[src/llra_pkg.sv]
// shared types and constants of the least-loaded rod assigner
package llra_pkg;

  localparam int MAX_NODES_DEF = 64;
  localparam int LOAD_W        = 24;
  localparam int RANK_W        = 16;
  localparam int NODE_W        = 6;
  localparam int CFG_W         = 7;
  localparam int LEN_W         = 16;

  localparam logic [LOAD_W-1:0] LOAD_MAX = {LOAD_W{1'b1}};
  localparam logic [RANK_W-1:0] RANK_MAX = {RANK_W{1'b1}};

  // register index on the configuration port
  localparam logic REG_ACTIVE_NODES = 1'b0;

  typedef enum logic [1:0] {
    ACT_CLEAR  = 2'd0,
    ACT_PLACE  = 2'd1,
    ACT_REPORT = 2'd2
  } action_e;

  typedef enum logic [2:0] {
    ST_INIT,
    ST_IDLE,
    ST_CLEAR,
    ST_SCAN,
    ST_FIN
  } state_e;

  typedef struct packed {
    logic [LOAD_W-1:0] load;
    logic [RANK_W-1:0] rods;
  } node_t;

  typedef struct packed {
    logic              lt;
    logic              gt;
    logic [LOAD_W-1:0] load_sum;
    logic [RANK_W-1:0] rods_inc;
  } cmp_res_t;

  typedef struct packed {
    logic [NODE_W-1:0] chosen_node;
    logic [RANK_W-1:0] rank_on_node;
    logic [LOAD_W-1:0] new_load;
    logic [LOAD_W-1:0] largest_load;
    logic [LOAD_W-1:0] smallest_load;
    logic [NODE_W-1:0] origin_node;
    logic [RANK_W-1:0] origin_rank;
    logic              origin_placed;
  } result_t;

endpackage

[src/llra_node_mem.sv]
// per-node load and rod count memory, one write and one registered read port
module llra_node_mem #(
  parameter int Depth = llra_pkg::MAX_NODES_DEF,
  parameter int AddrW = 6
) (
  input  logic                clk_i,
  input  logic                we_i,
  input  logic [AddrW-1:0]    waddr_i,
  input  llra_pkg::node_t     wdata_i,
  input  logic                re_i,
  input  logic [AddrW-1:0]    raddr_i,
  output llra_pkg::node_t     rdata_o
);

  llra_pkg::node_t mem [Depth];
  llra_pkg::node_t rdata_q;

  always_ff @(posedge clk_i) begin
    if (we_i) begin
      mem[waddr_i] <= wdata_i;
    end
  end

  always_ff @(posedge clk_i) begin
    if (re_i) begin
      rdata_q <= mem[raddr_i];
    end
  end

  assign rdata_o = rdata_q;

endmodule

[src/llra_cmp.sv]
// shared compare and saturating update unit
module llra_cmp (
  input  llra_pkg::node_t                    node_i,
  input  logic [llra_pkg::LOAD_W-1:0]        lo_i,
  input  logic [llra_pkg::LOAD_W-1:0]        hi_i,
  input  logic [llra_pkg::LEN_W-1:0]         len_i,
  output llra_pkg::cmp_res_t                 res_o
);

  logic [llra_pkg::LOAD_W:0] sum;

  always_comb begin
    sum = {1'b0, node_i.load} + (llra_pkg::LOAD_W+1)'(len_i);
    res_o.lt = node_i.load < lo_i;
    res_o.gt = node_i.load > hi_i;
    res_o.load_sum = sum[llra_pkg::LOAD_W] ? llra_pkg::LOAD_MAX
                                           : sum[llra_pkg::LOAD_W-1:0];
    res_o.rods_inc = (node_i.rods == llra_pkg::RANK_MAX) ? node_i.rods
                                                         : node_i.rods + 1'b1;
  end

endmodule

[src/llra_seq.sv]
// sequencer: scans the node memory through the shared compare unit
module llra_seq #(
  parameter int MaxNodes = llra_pkg::MAX_NODES_DEF,
  parameter int NodeW    = 6,
  parameter int CntW     = 7
) (
  input  logic                          clk_i,
  input  logic                          rst_ni,
  input  logic                          start_i,
  input  logic [1:0]                    action_i,
  input  logic [llra_pkg::LEN_W-1:0]    rod_length_i,
  input  logic                          rod_is_origin_i,
  input  logic [CntW-1:0]               node_count_i,
  output logic                          busy_o,
  output logic                          mem_we_o,
  output logic [NodeW-1:0]              mem_waddr_o,
  output llra_pkg::node_t               mem_wdata_o,
  output logic                          mem_re_o,
  output logic [NodeW-1:0]              mem_raddr_o,
  input  llra_pkg::node_t               mem_rdata_i,
  output llra_pkg::node_t               cmp_node_o,
  output logic [llra_pkg::LOAD_W-1:0]   cmp_lo_o,
  output logic [llra_pkg::LOAD_W-1:0]   cmp_hi_o,
  output logic [llra_pkg::LEN_W-1:0]    cmp_len_o,
  input  llra_pkg::cmp_res_t            cmp_res_i,
  output logic                          res_valid_o,
  output llra_pkg::result_t             res_o
);

  llra_pkg::state_e state_q, state_d;
  logic [CntW-1:0] cnt_q, cnt_d;
  logic [CntW-1:0] idx;
  logic [1:0] act_q, act_d;
  logic [llra_pkg::LEN_W-1:0] len_q, len_d;
  logic orig_q, orig_d;
  llra_pkg::node_t lo_q, lo_d;
  logic [NodeW-1:0] best_q, best_d;
  logic [llra_pkg::LOAD_W-1:0] hi_q, hi_d;
  logic [llra_pkg::NODE_W-1:0] onode_q, onode_d;
  logic [llra_pkg::RANK_W-1:0] orank_q, orank_d;
  logic oseen_q, oseen_d;
  logic valid_q, valid_d;
  llra_pkg::result_t res_q, res_d;

  localparam logic [CntW-1:0] LastIdx = CntW'(MaxNodes - 1);

  always_ff @(posedge clk_i or negedge rst_ni) begin
    if (!rst_ni) begin
      state_q <= llra_pkg::ST_INIT;
      cnt_q   <= '0;
      onode_q <= '0;
      orank_q <= '0;
      oseen_q <= 1'b0;
      valid_q <= 1'b0;
    end else begin
      state_q <= state_d;
      cnt_q   <= cnt_d;
      onode_q <= onode_d;
      orank_q <= orank_d;
      oseen_q <= oseen_d;
      valid_q <= valid_d;
    end
  end

  always_ff @(posedge clk_i) begin
    act_q  <= act_d;
    len_q  <= len_d;
    orig_q <= orig_d;
    lo_q   <= lo_d;
    best_q <= best_d;
    hi_q   <= hi_d;
    res_q  <= res_d;
  end

  always_comb begin
    state_d = state_q;
    cnt_d   = cnt_q;
    act_d   = act_q;
    len_d   = len_q;
    orig_d  = orig_q;
    lo_d    = lo_q;
    best_d  = best_q;
    hi_d    = hi_q;
    onode_d = onode_q;
    orank_d = orank_q;
    oseen_d = oseen_q;
    valid_d = 1'b0;
    res_d   = res_q;
    idx     = cnt_q - 1'b1;

    mem_we_o    = 1'b0;
    mem_waddr_o = cnt_q[NodeW-1:0];
    mem_wdata_o = '0;
    mem_re_o    = 1'b0;
    mem_raddr_o = cnt_q[NodeW-1:0];

    // scan compares read data, the final write uses the chosen node
    cmp_node_o = (state_q == llra_pkg::ST_FIN) ? lo_q : mem_rdata_i;
    cmp_lo_o   = lo_q.load;
    cmp_hi_o   = hi_q;
    cmp_len_o  = len_q;

    case (state_q)
      llra_pkg::ST_INIT, llra_pkg::ST_CLEAR: begin
        mem_we_o = 1'b1;
        onode_d  = '0;
        orank_d  = '0;
        oseen_d  = 1'b0;
        if (cnt_q == LastIdx) begin
          state_d = llra_pkg::ST_IDLE;
          cnt_d   = '0;
          if (state_q == llra_pkg::ST_CLEAR) begin
            valid_d = 1'b1;
            res_d   = '0;
          end
        end else begin
          cnt_d = cnt_q + 1'b1;
        end
      end
      llra_pkg::ST_IDLE: begin
        if (start_i) begin
          act_d  = action_i;
          len_d  = rod_length_i;
          orig_d = rod_is_origin_i;
          case (llra_pkg::action_e'(action_i))
            llra_pkg::ACT_PLACE, llra_pkg::ACT_REPORT: begin
              mem_re_o    = 1'b1;
              mem_raddr_o = '0;
              cnt_d       = CntW'(1);
              state_d     = llra_pkg::ST_SCAN;
            end
            llra_pkg::ACT_CLEAR: begin
              cnt_d   = '0;
              state_d = llra_pkg::ST_CLEAR;
            end
            default: state_d = llra_pkg::ST_FIN;
          endcase
        end
      end
      llra_pkg::ST_SCAN: begin
        // read data belongs to node cnt_q-1
        if (cnt_q == CntW'(1)) begin
          lo_d   = mem_rdata_i;
          hi_d   = mem_rdata_i.load;
          best_d = '0;
        end else begin
          if (cmp_res_i.lt) begin
            lo_d   = mem_rdata_i;
            best_d = idx[NodeW-1:0];
          end
          if (cmp_res_i.gt) begin
            hi_d = mem_rdata_i.load;
          end
        end
        if (cnt_q < node_count_i) begin
          mem_re_o = 1'b1;
          cnt_d    = cnt_q + 1'b1;
        end else begin
          state_d = llra_pkg::ST_FIN;
        end
      end
      llra_pkg::ST_FIN: begin
        valid_d = 1'b1;
        res_d   = '0;
        state_d = llra_pkg::ST_IDLE;
        case (llra_pkg::action_e'(act_q))
          llra_pkg::ACT_PLACE: begin
            mem_we_o         = 1'b1;
            mem_waddr_o      = best_q;
            mem_wdata_o.load = cmp_res_i.load_sum;
            mem_wdata_o.rods = cmp_res_i.rods_inc;
            res_d.chosen_node  = llra_pkg::NODE_W'(best_q);
            res_d.rank_on_node = lo_q.rods;
            res_d.new_load     = cmp_res_i.load_sum;
            if (orig_q) begin
              onode_d = llra_pkg::NODE_W'(best_q);
              orank_d = lo_q.rods;
              oseen_d = 1'b1;
            end
          end
          llra_pkg::ACT_REPORT: begin
            res_d.largest_load  = hi_q;
            res_d.smallest_load = lo_q.load;
            res_d.origin_node   = onode_q;
            res_d.origin_rank   = orank_q;
            res_d.origin_placed = oseen_q;
          end
          default: ;
        endcase
      end
      default: state_d = llra_pkg::ST_IDLE;
    endcase
  end

  assign busy_o      = (state_q != llra_pkg::ST_IDLE);
  assign res_valid_o = valid_q;
  assign res_o       = res_q;

endmodule

[src/least_loaded_rod_assigner.sv]
// top level: configuration port, node memory, compare unit and sequencer
//
// usage: drive action_i, rod_length_i and rod_is_origin_i and raise start while
// busy is low; the item is taken at that clock edge and busy rises.
// action clear zeroes every node and the origin record, place puts one rod on
// the active node with the smallest load (lowest id on a tie), report returns
// the largest and smallest load over the active nodes and the origin record.
// every item gives exactly one result, held on the result ports for one cycle
// with result_valid_o high; the receiver has no way to stall it.
// timing: place and report read one node per cycle from the node memory through
// a single compare unit, and the result shows in the first cycle with busy
// low; clear writes one node per cycle; an unused action code reads and
// writes no node.
// a new item may be started in the cycle that carries the previous result.
// after reset a clearing pass runs over the memory with busy high; configuration
// writes are taken at any time.
// active_nodes lives at byte address 0 of the apb port, reset value 1.
module least_loaded_rod_assigner #(
  parameter int MAX_NODES = llra_pkg::MAX_NODES_DEF
) (
  input  logic                              clk_i,
  input  logic                              rst_ni,
  input  logic                              psel,
  input  logic                              penable,
  input  logic                              pwrite,
  input  logic [2:0]                        paddr,
  input  logic [31:0]                       pwdata,
  output logic [31:0]                       prdata,
  output logic                              pready,
  input  logic                              start,
  output logic                              busy,
  input  logic [1:0]                        action_i,
  input  logic [llra_pkg::LEN_W-1:0]        rod_length_i,
  input  logic                              rod_is_origin_i,
  output logic                              result_valid_o,
  output logic [llra_pkg::NODE_W-1:0]       chosen_node_o,
  output logic [llra_pkg::RANK_W-1:0]       rank_on_node_o,
  output logic [llra_pkg::LOAD_W-1:0]       new_load_o,
  output logic [llra_pkg::LOAD_W-1:0]       largest_load_o,
  output logic [llra_pkg::LOAD_W-1:0]       smallest_load_o,
  output logic [llra_pkg::NODE_W-1:0]       origin_node_o,
  output logic [llra_pkg::RANK_W-1:0]       origin_rank_o,
  output logic                              origin_placed_o
);

  localparam int NodeW = (MAX_NODES > 1) ? $clog2(MAX_NODES) : 1;
  localparam int CntW  = $clog2(MAX_NODES + 1);

  logic [llra_pkg::CFG_W-1:0] active_q;
  logic [31:0] act32;
  logic [31:0] cnt32;
  logic [CntW-1:0] node_count;

  logic mem_we, mem_re;
  logic [NodeW-1:0] mem_waddr, mem_raddr;
  llra_pkg::node_t mem_wdata, mem_rdata;
  llra_pkg::node_t cmp_node;
  logic [llra_pkg::LOAD_W-1:0] cmp_lo, cmp_hi;
  logic [llra_pkg::LEN_W-1:0] cmp_len;
  llra_pkg::cmp_res_t cmp_res;
  llra_pkg::result_t res;

  always_ff @(posedge clk_i or negedge rst_ni) begin
    if (!rst_ni) begin
      active_q <= llra_pkg::CFG_W'(1);
    end else if (psel && penable && pwrite && pready &&
                 paddr[2] == llra_pkg::REG_ACTIVE_NODES) begin
      active_q <= pwdata[llra_pkg::CFG_W-1:0];
    end
  end

  assign pready = 1'b1;
  assign prdata = (paddr[2] == llra_pkg::REG_ACTIVE_NODES) ? 32'(active_q) : '0;

  // zero acts as one, above the node count acts as the node count
  always_comb begin
    act32 = 32'(active_q);
    if (act32 == 32'd0) begin
      cnt32 = 32'd1;
    end else if (act32 > 32'(MAX_NODES)) begin
      cnt32 = 32'(MAX_NODES);
    end else begin
      cnt32 = act32;
    end
    node_count = cnt32[CntW-1:0];
  end

  llra_node_mem #(
    .Depth (MAX_NODES),
    .AddrW (NodeW)
  ) u_mem (
    .clk_i   (clk_i),
    .we_i    (mem_we),
    .waddr_i (mem_waddr),
    .wdata_i (mem_wdata),
    .re_i    (mem_re),
    .raddr_i (mem_raddr),
    .rdata_o (mem_rdata)
  );

  llra_cmp u_cmp (
    .node_i (cmp_node),
    .lo_i   (cmp_lo),
    .hi_i   (cmp_hi),
    .len_i  (cmp_len),
    .res_o  (cmp_res)
  );

  llra_seq #(
    .MaxNodes (MAX_NODES),
    .NodeW    (NodeW),
    .CntW     (CntW)
  ) u_seq (
    .clk_i           (clk_i),
    .rst_ni          (rst_ni),
    .start_i         (start),
    .action_i        (action_i),
    .rod_length_i    (rod_length_i),
    .rod_is_origin_i (rod_is_origin_i),
    .node_count_i    (node_count),
    .busy_o          (busy),
    .mem_we_o        (mem_we),
    .mem_waddr_o     (mem_waddr),
    .mem_wdata_o     (mem_wdata),
    .mem_re_o        (mem_re),
    .mem_raddr_o     (mem_raddr),
    .mem_rdata_i     (mem_rdata),
    .cmp_node_o      (cmp_node),
    .cmp_lo_o        (cmp_lo),
    .cmp_hi_o        (cmp_hi),
    .cmp_len_o       (cmp_len),
    .cmp_res_i       (cmp_res),
    .res_valid_o     (result_valid_o),
    .res_o           (res)
  );

  assign chosen_node_o   = res.chosen_node;
  assign rank_on_node_o  = res.rank_on_node;
  assign new_load_o      = res.new_load;
  assign largest_load_o  = res.largest_load;
  assign smallest_load_o = res.smallest_load;
  assign origin_node_o   = res.origin_node;
  assign origin_rank_o   = res.origin_rank;
  assign origin_placed_o = res.origin_placed;

endmodule

[config.mk]
export PLATFORM = sky130hd
export DESIGN_NAME = least_loaded_rod_assigner
export DESIGN_NICKNAME = d
export VERILOG_FILES = /design/src/llra_pkg.sv /design/src/llra_node_mem.sv /design/src/llra_cmp.sv /design/src/llra_seq.sv /design/src/least_loaded_rod_assigner.sv
export SDC_FILE = /design/constraint.sdc
export NUM_CORES = 2
export LEC_CHECK = 0
export BUFFER_PORTS_ARGS = -buffer_cell sky130_fd_sc_hd__clkbuf_2
export CELL_PAD_IN_SITES_DETAIL_PLACEMENT = 2
export CELL_PAD_IN_SITES_GLOBAL_PLACEMENT = 2
export CORE_UTILIZATION = 30
export DETAILED_ROUTE_END_ITERATION = 8
export PLACE_DENSITY_LB_ADDON = 0.3
export RECOVER_POWER = 25
export SYNTH_ARGS = -nofsm -noshare
export SYNTH_HDL_FRONTEND = slang
export SYNTH_SLANG_ARGS = --single-unit
[constraint.sdc]
create_clock -name clk_i -period 10.1 [get_ports clk_i]
set_input_delay 0.505 -clock clk_i [delete_from_list [all_inputs] [get_ports clk_i]]
set_output_delay 0.505 -clock clk_i [all_outputs]
set_load 0.05 [all_outputs]
==> out/qor.yml <==
status: "finished, violations left"
violations: "capacitance limit, slew limit"
ys_warn_count: 0
dr.first_iter.drc_count: 5961
slew_headroom: -2.13
io_pins: 212
grt_max_degree: 121
fin_ws_ns: 1.91
drive_gt1_frac: 0.108
fmax_mhz: 122
drt_first_pass_iters: 7
cts_tree: "done"
synth_top_area_cell: "edfxtp_1"
post-route-period-util: 0.811
drc: 0
final_util: 0.348
ys_ff_latch: 2847
synth_compound_area_frac: 0.0886
post_drt_wl_per_cell_um: 30.8
grt_overflow_total: 0
die_w_um: 617
drt_wl_total_um: 397000
area_delta_synth_final_pct: 15.4
p_per_area_nw_per_um2: 183
required_ns: 10.52
path_clk_slew_ns: 0.06
holdCritPathClass: "primary input to register"
fin_crit_ns: 8.19
core_um2: 376000
grt_pass1_vias: 74800
synth_common_cells: "edfxtp_1 (2806), mux2i_1 (711), nand2_1 (465)"
rsz0062_at_grt: "no"
grt_pass1_wl_um: 558000
slew_viol_final: 1467
fin_worst_skew_ns: 0.0400
via_count: 70100
async_flop_share: 0.0144
slowest_delay_ns: 2.95
num_rows: 225
via_per_inst: 5.44
netlist_instances: 7382
ant_nets: 0
crit_buf_inv: 3
highest_layer: "met5"
post_cts_buffers: 0
synthAdderAreaFrac: 0.00855
worst_setup_path_end_kind: "register"
synth-edff-count: 2806
path_max_fanout: 40
path_cells: "nor3b_1 > clkbuf_1 > nand3b_1 > clkbuf_1 > a21oi_1 > nor2_1 > and3_2 > clkbuf_1"
yosysSeqAreaShare: 0.751
antenna_found_initial: 29
m1WireLength_um: 170000
die_h_um: 617
met2_length_um: 194000
cp_top_family: "buffers and inverters"
final_nets: 7772
vdd_drop_max_uv: 116
gp_congestion: 0.802
dieArea_um2: 381000
dp_hpwl_um: 224000
yosys.area_share.simple: 0.0569
synthTopCellsByArea: "edfxtp_1 (74%), mux2i_1 (6.3%), a21oi_1 (2.0%)"
numCtsBuffers: 308
synth_most_common_cell: "edfxtp_1"
tightest_slew_ns: 4.70
grt_usage: 0.203
cp.arrival_ns: 8.61
critPathKind: "register to register"
htreeDepth: 5
p_leak_nw: 36.9
cp_common_cell: "clkbuf_1"
ys_types: 71
final_cells: 12900
final-setup-viol-count: 0
post-place-ws_ns: 3.73
insertion_delay_ns: 0.93
timing.setup.tns_ns: 0
synth.mux.area_fraction: 0.0708
cp_slowest_cell: "clkbuf_1"
clock_sinks: 2847
synth_area_per_cell_um2: 15.4
root_buffer: "clkbuf_16"
synth_area_um2: 114000
port_buffers: 158
synth_xor_area_frac: 0.00216
yosysTopAreaCellShare: 0.742
clk_path_buf_depth: 4
dp_cells: 12300
initial_core_util: 0.302
wl_met3_um: 23300
synthFlopType: "edfxtp_1"
maxCapViolCount: 30
worst_setup_path_start_kind: "register"
hold_viol_final: 0
synth_top_family_by_area: "compound AO/OA/AOI/OAI gates"
==> final timing paths <==
kind	slack [ns]	cells past startpoint	from	endpoint
setup reg to reg	1.91	8	u_seq.state_q[1]	u_mem.mem[35][20]
setup / recovery	1.91	8	u_seq.state_q[1]	u_mem.mem[35][20]
hold / removal	0.20	3	pwrite	active_q[1]
hold reg to reg	0.47	0	u_mem.rdata_o[25]	u_seq.cmp_lo_o[9]
max in group asynchronous	7.26	3	rst_ni	u_seq.cnt_q[2]
min in group asynchronous	1.01	3	rst_ni	u_seq.orank_q[14]
==> per-layer routing <==
metal  vias to the layer above  track usage
met1                     38000        0.269
met3                       551       0.0292
met4                         2       0.0520
met2                      2237        0.348
li1                      29200            -
met5                         -            0
==> tightest hold or removal path: stages <==
cell and delay [ns]:
clkbuf_2 0.08, nand4b_1 0.28, mux2_2 0.21
==> per-stage QoR <==
step | power (mW) | hold slack, ns | cell area [um2]
floorplan | 13.1 | 0.209 | 114000
global placement | 13.1 | 0.456 | 122000
detailed placement | 13.1 | 0.473 | 122000
CTS | 24.2 | 0.146 | 131000
global route | 24.6 | 0.219 | 131000
finish | 23.9 | 0.199 | 131000
==> cells by family after synthesis <==
kind of cell | Yosys count
buffers and inverters | 592
AOI/OAI and AO/OA | 1630
other | 2
muxes | 774
xor gates and xnor gates | 28
adders and majority gates | 77
and+or+nand+nor | 1432
DFF | 2847
==> state kept, by name (all words and copies together), names as in the netlist, 6 cells and up <==
| signal | count |
|---|---|
| u_seq.best_q | 6 |
| u_seq.cmp_len_o | 16 |
| u_seq.res_o | 117 |
| active_q | 7 |
| u_seq.cnt_q | 7 |
| u_seq.onode_q | 6 |
| u_seq.cmp_lo_o | 24 |
| u_seq.cmp_hi_o | 24 |
| u_mem.rdata_o | 40 |
| u_seq.orank_q | 16 |
| u_seq.lo_q | 16 |
| u_mem.mem | 2560 |
==> layout make-up <==
type                    instances  area, um2
flip-flops and latches       2847      85300
fillers                     37600     245000
clock inverters               173       1340
well taps                    4994       6250
repair buffers                410       2660
clock buffers                 379       8290
inverters                     101        382
diodes                         11       27.5
multi-input cells            3967      26800
==> where the power goes <==
| group | switching [mW] | leakage [nW] | internal [mW] |
|---|---|---|---|
| Clock | 4.77 | 4.73 | 6.29 |
| Sequential | 0.00657 | 20.0 | 12.8 |
| Combinational | 0.0612 | 12.2 | 0.0288 |
| Total | 4.84 | 36.9 | 19.1 |
==> timing repair <==
action	CTS	global route
gates resized for setup	0	0
hold buffers	28	0
endpoints found under the hold margin	68	0
==> layout by cell type, fill, tap and decap left out, types with 76 or more instances in the layout <==
master	count
edfxtp_1	2806
mux2i_1	711
nand2_1	457
a21oi_1	427
nor2_1	387
o21ai_0	384
o22ai_1	343
clkbuf_16	323
clkbuf_1	212
buf_4	182
nor3_1	154
inv_1	98
o221ai_1	89
and2_0	76
ha_1	76
clkinv_1	76
No activity file was read; power rests on OpenSTA's default activity.
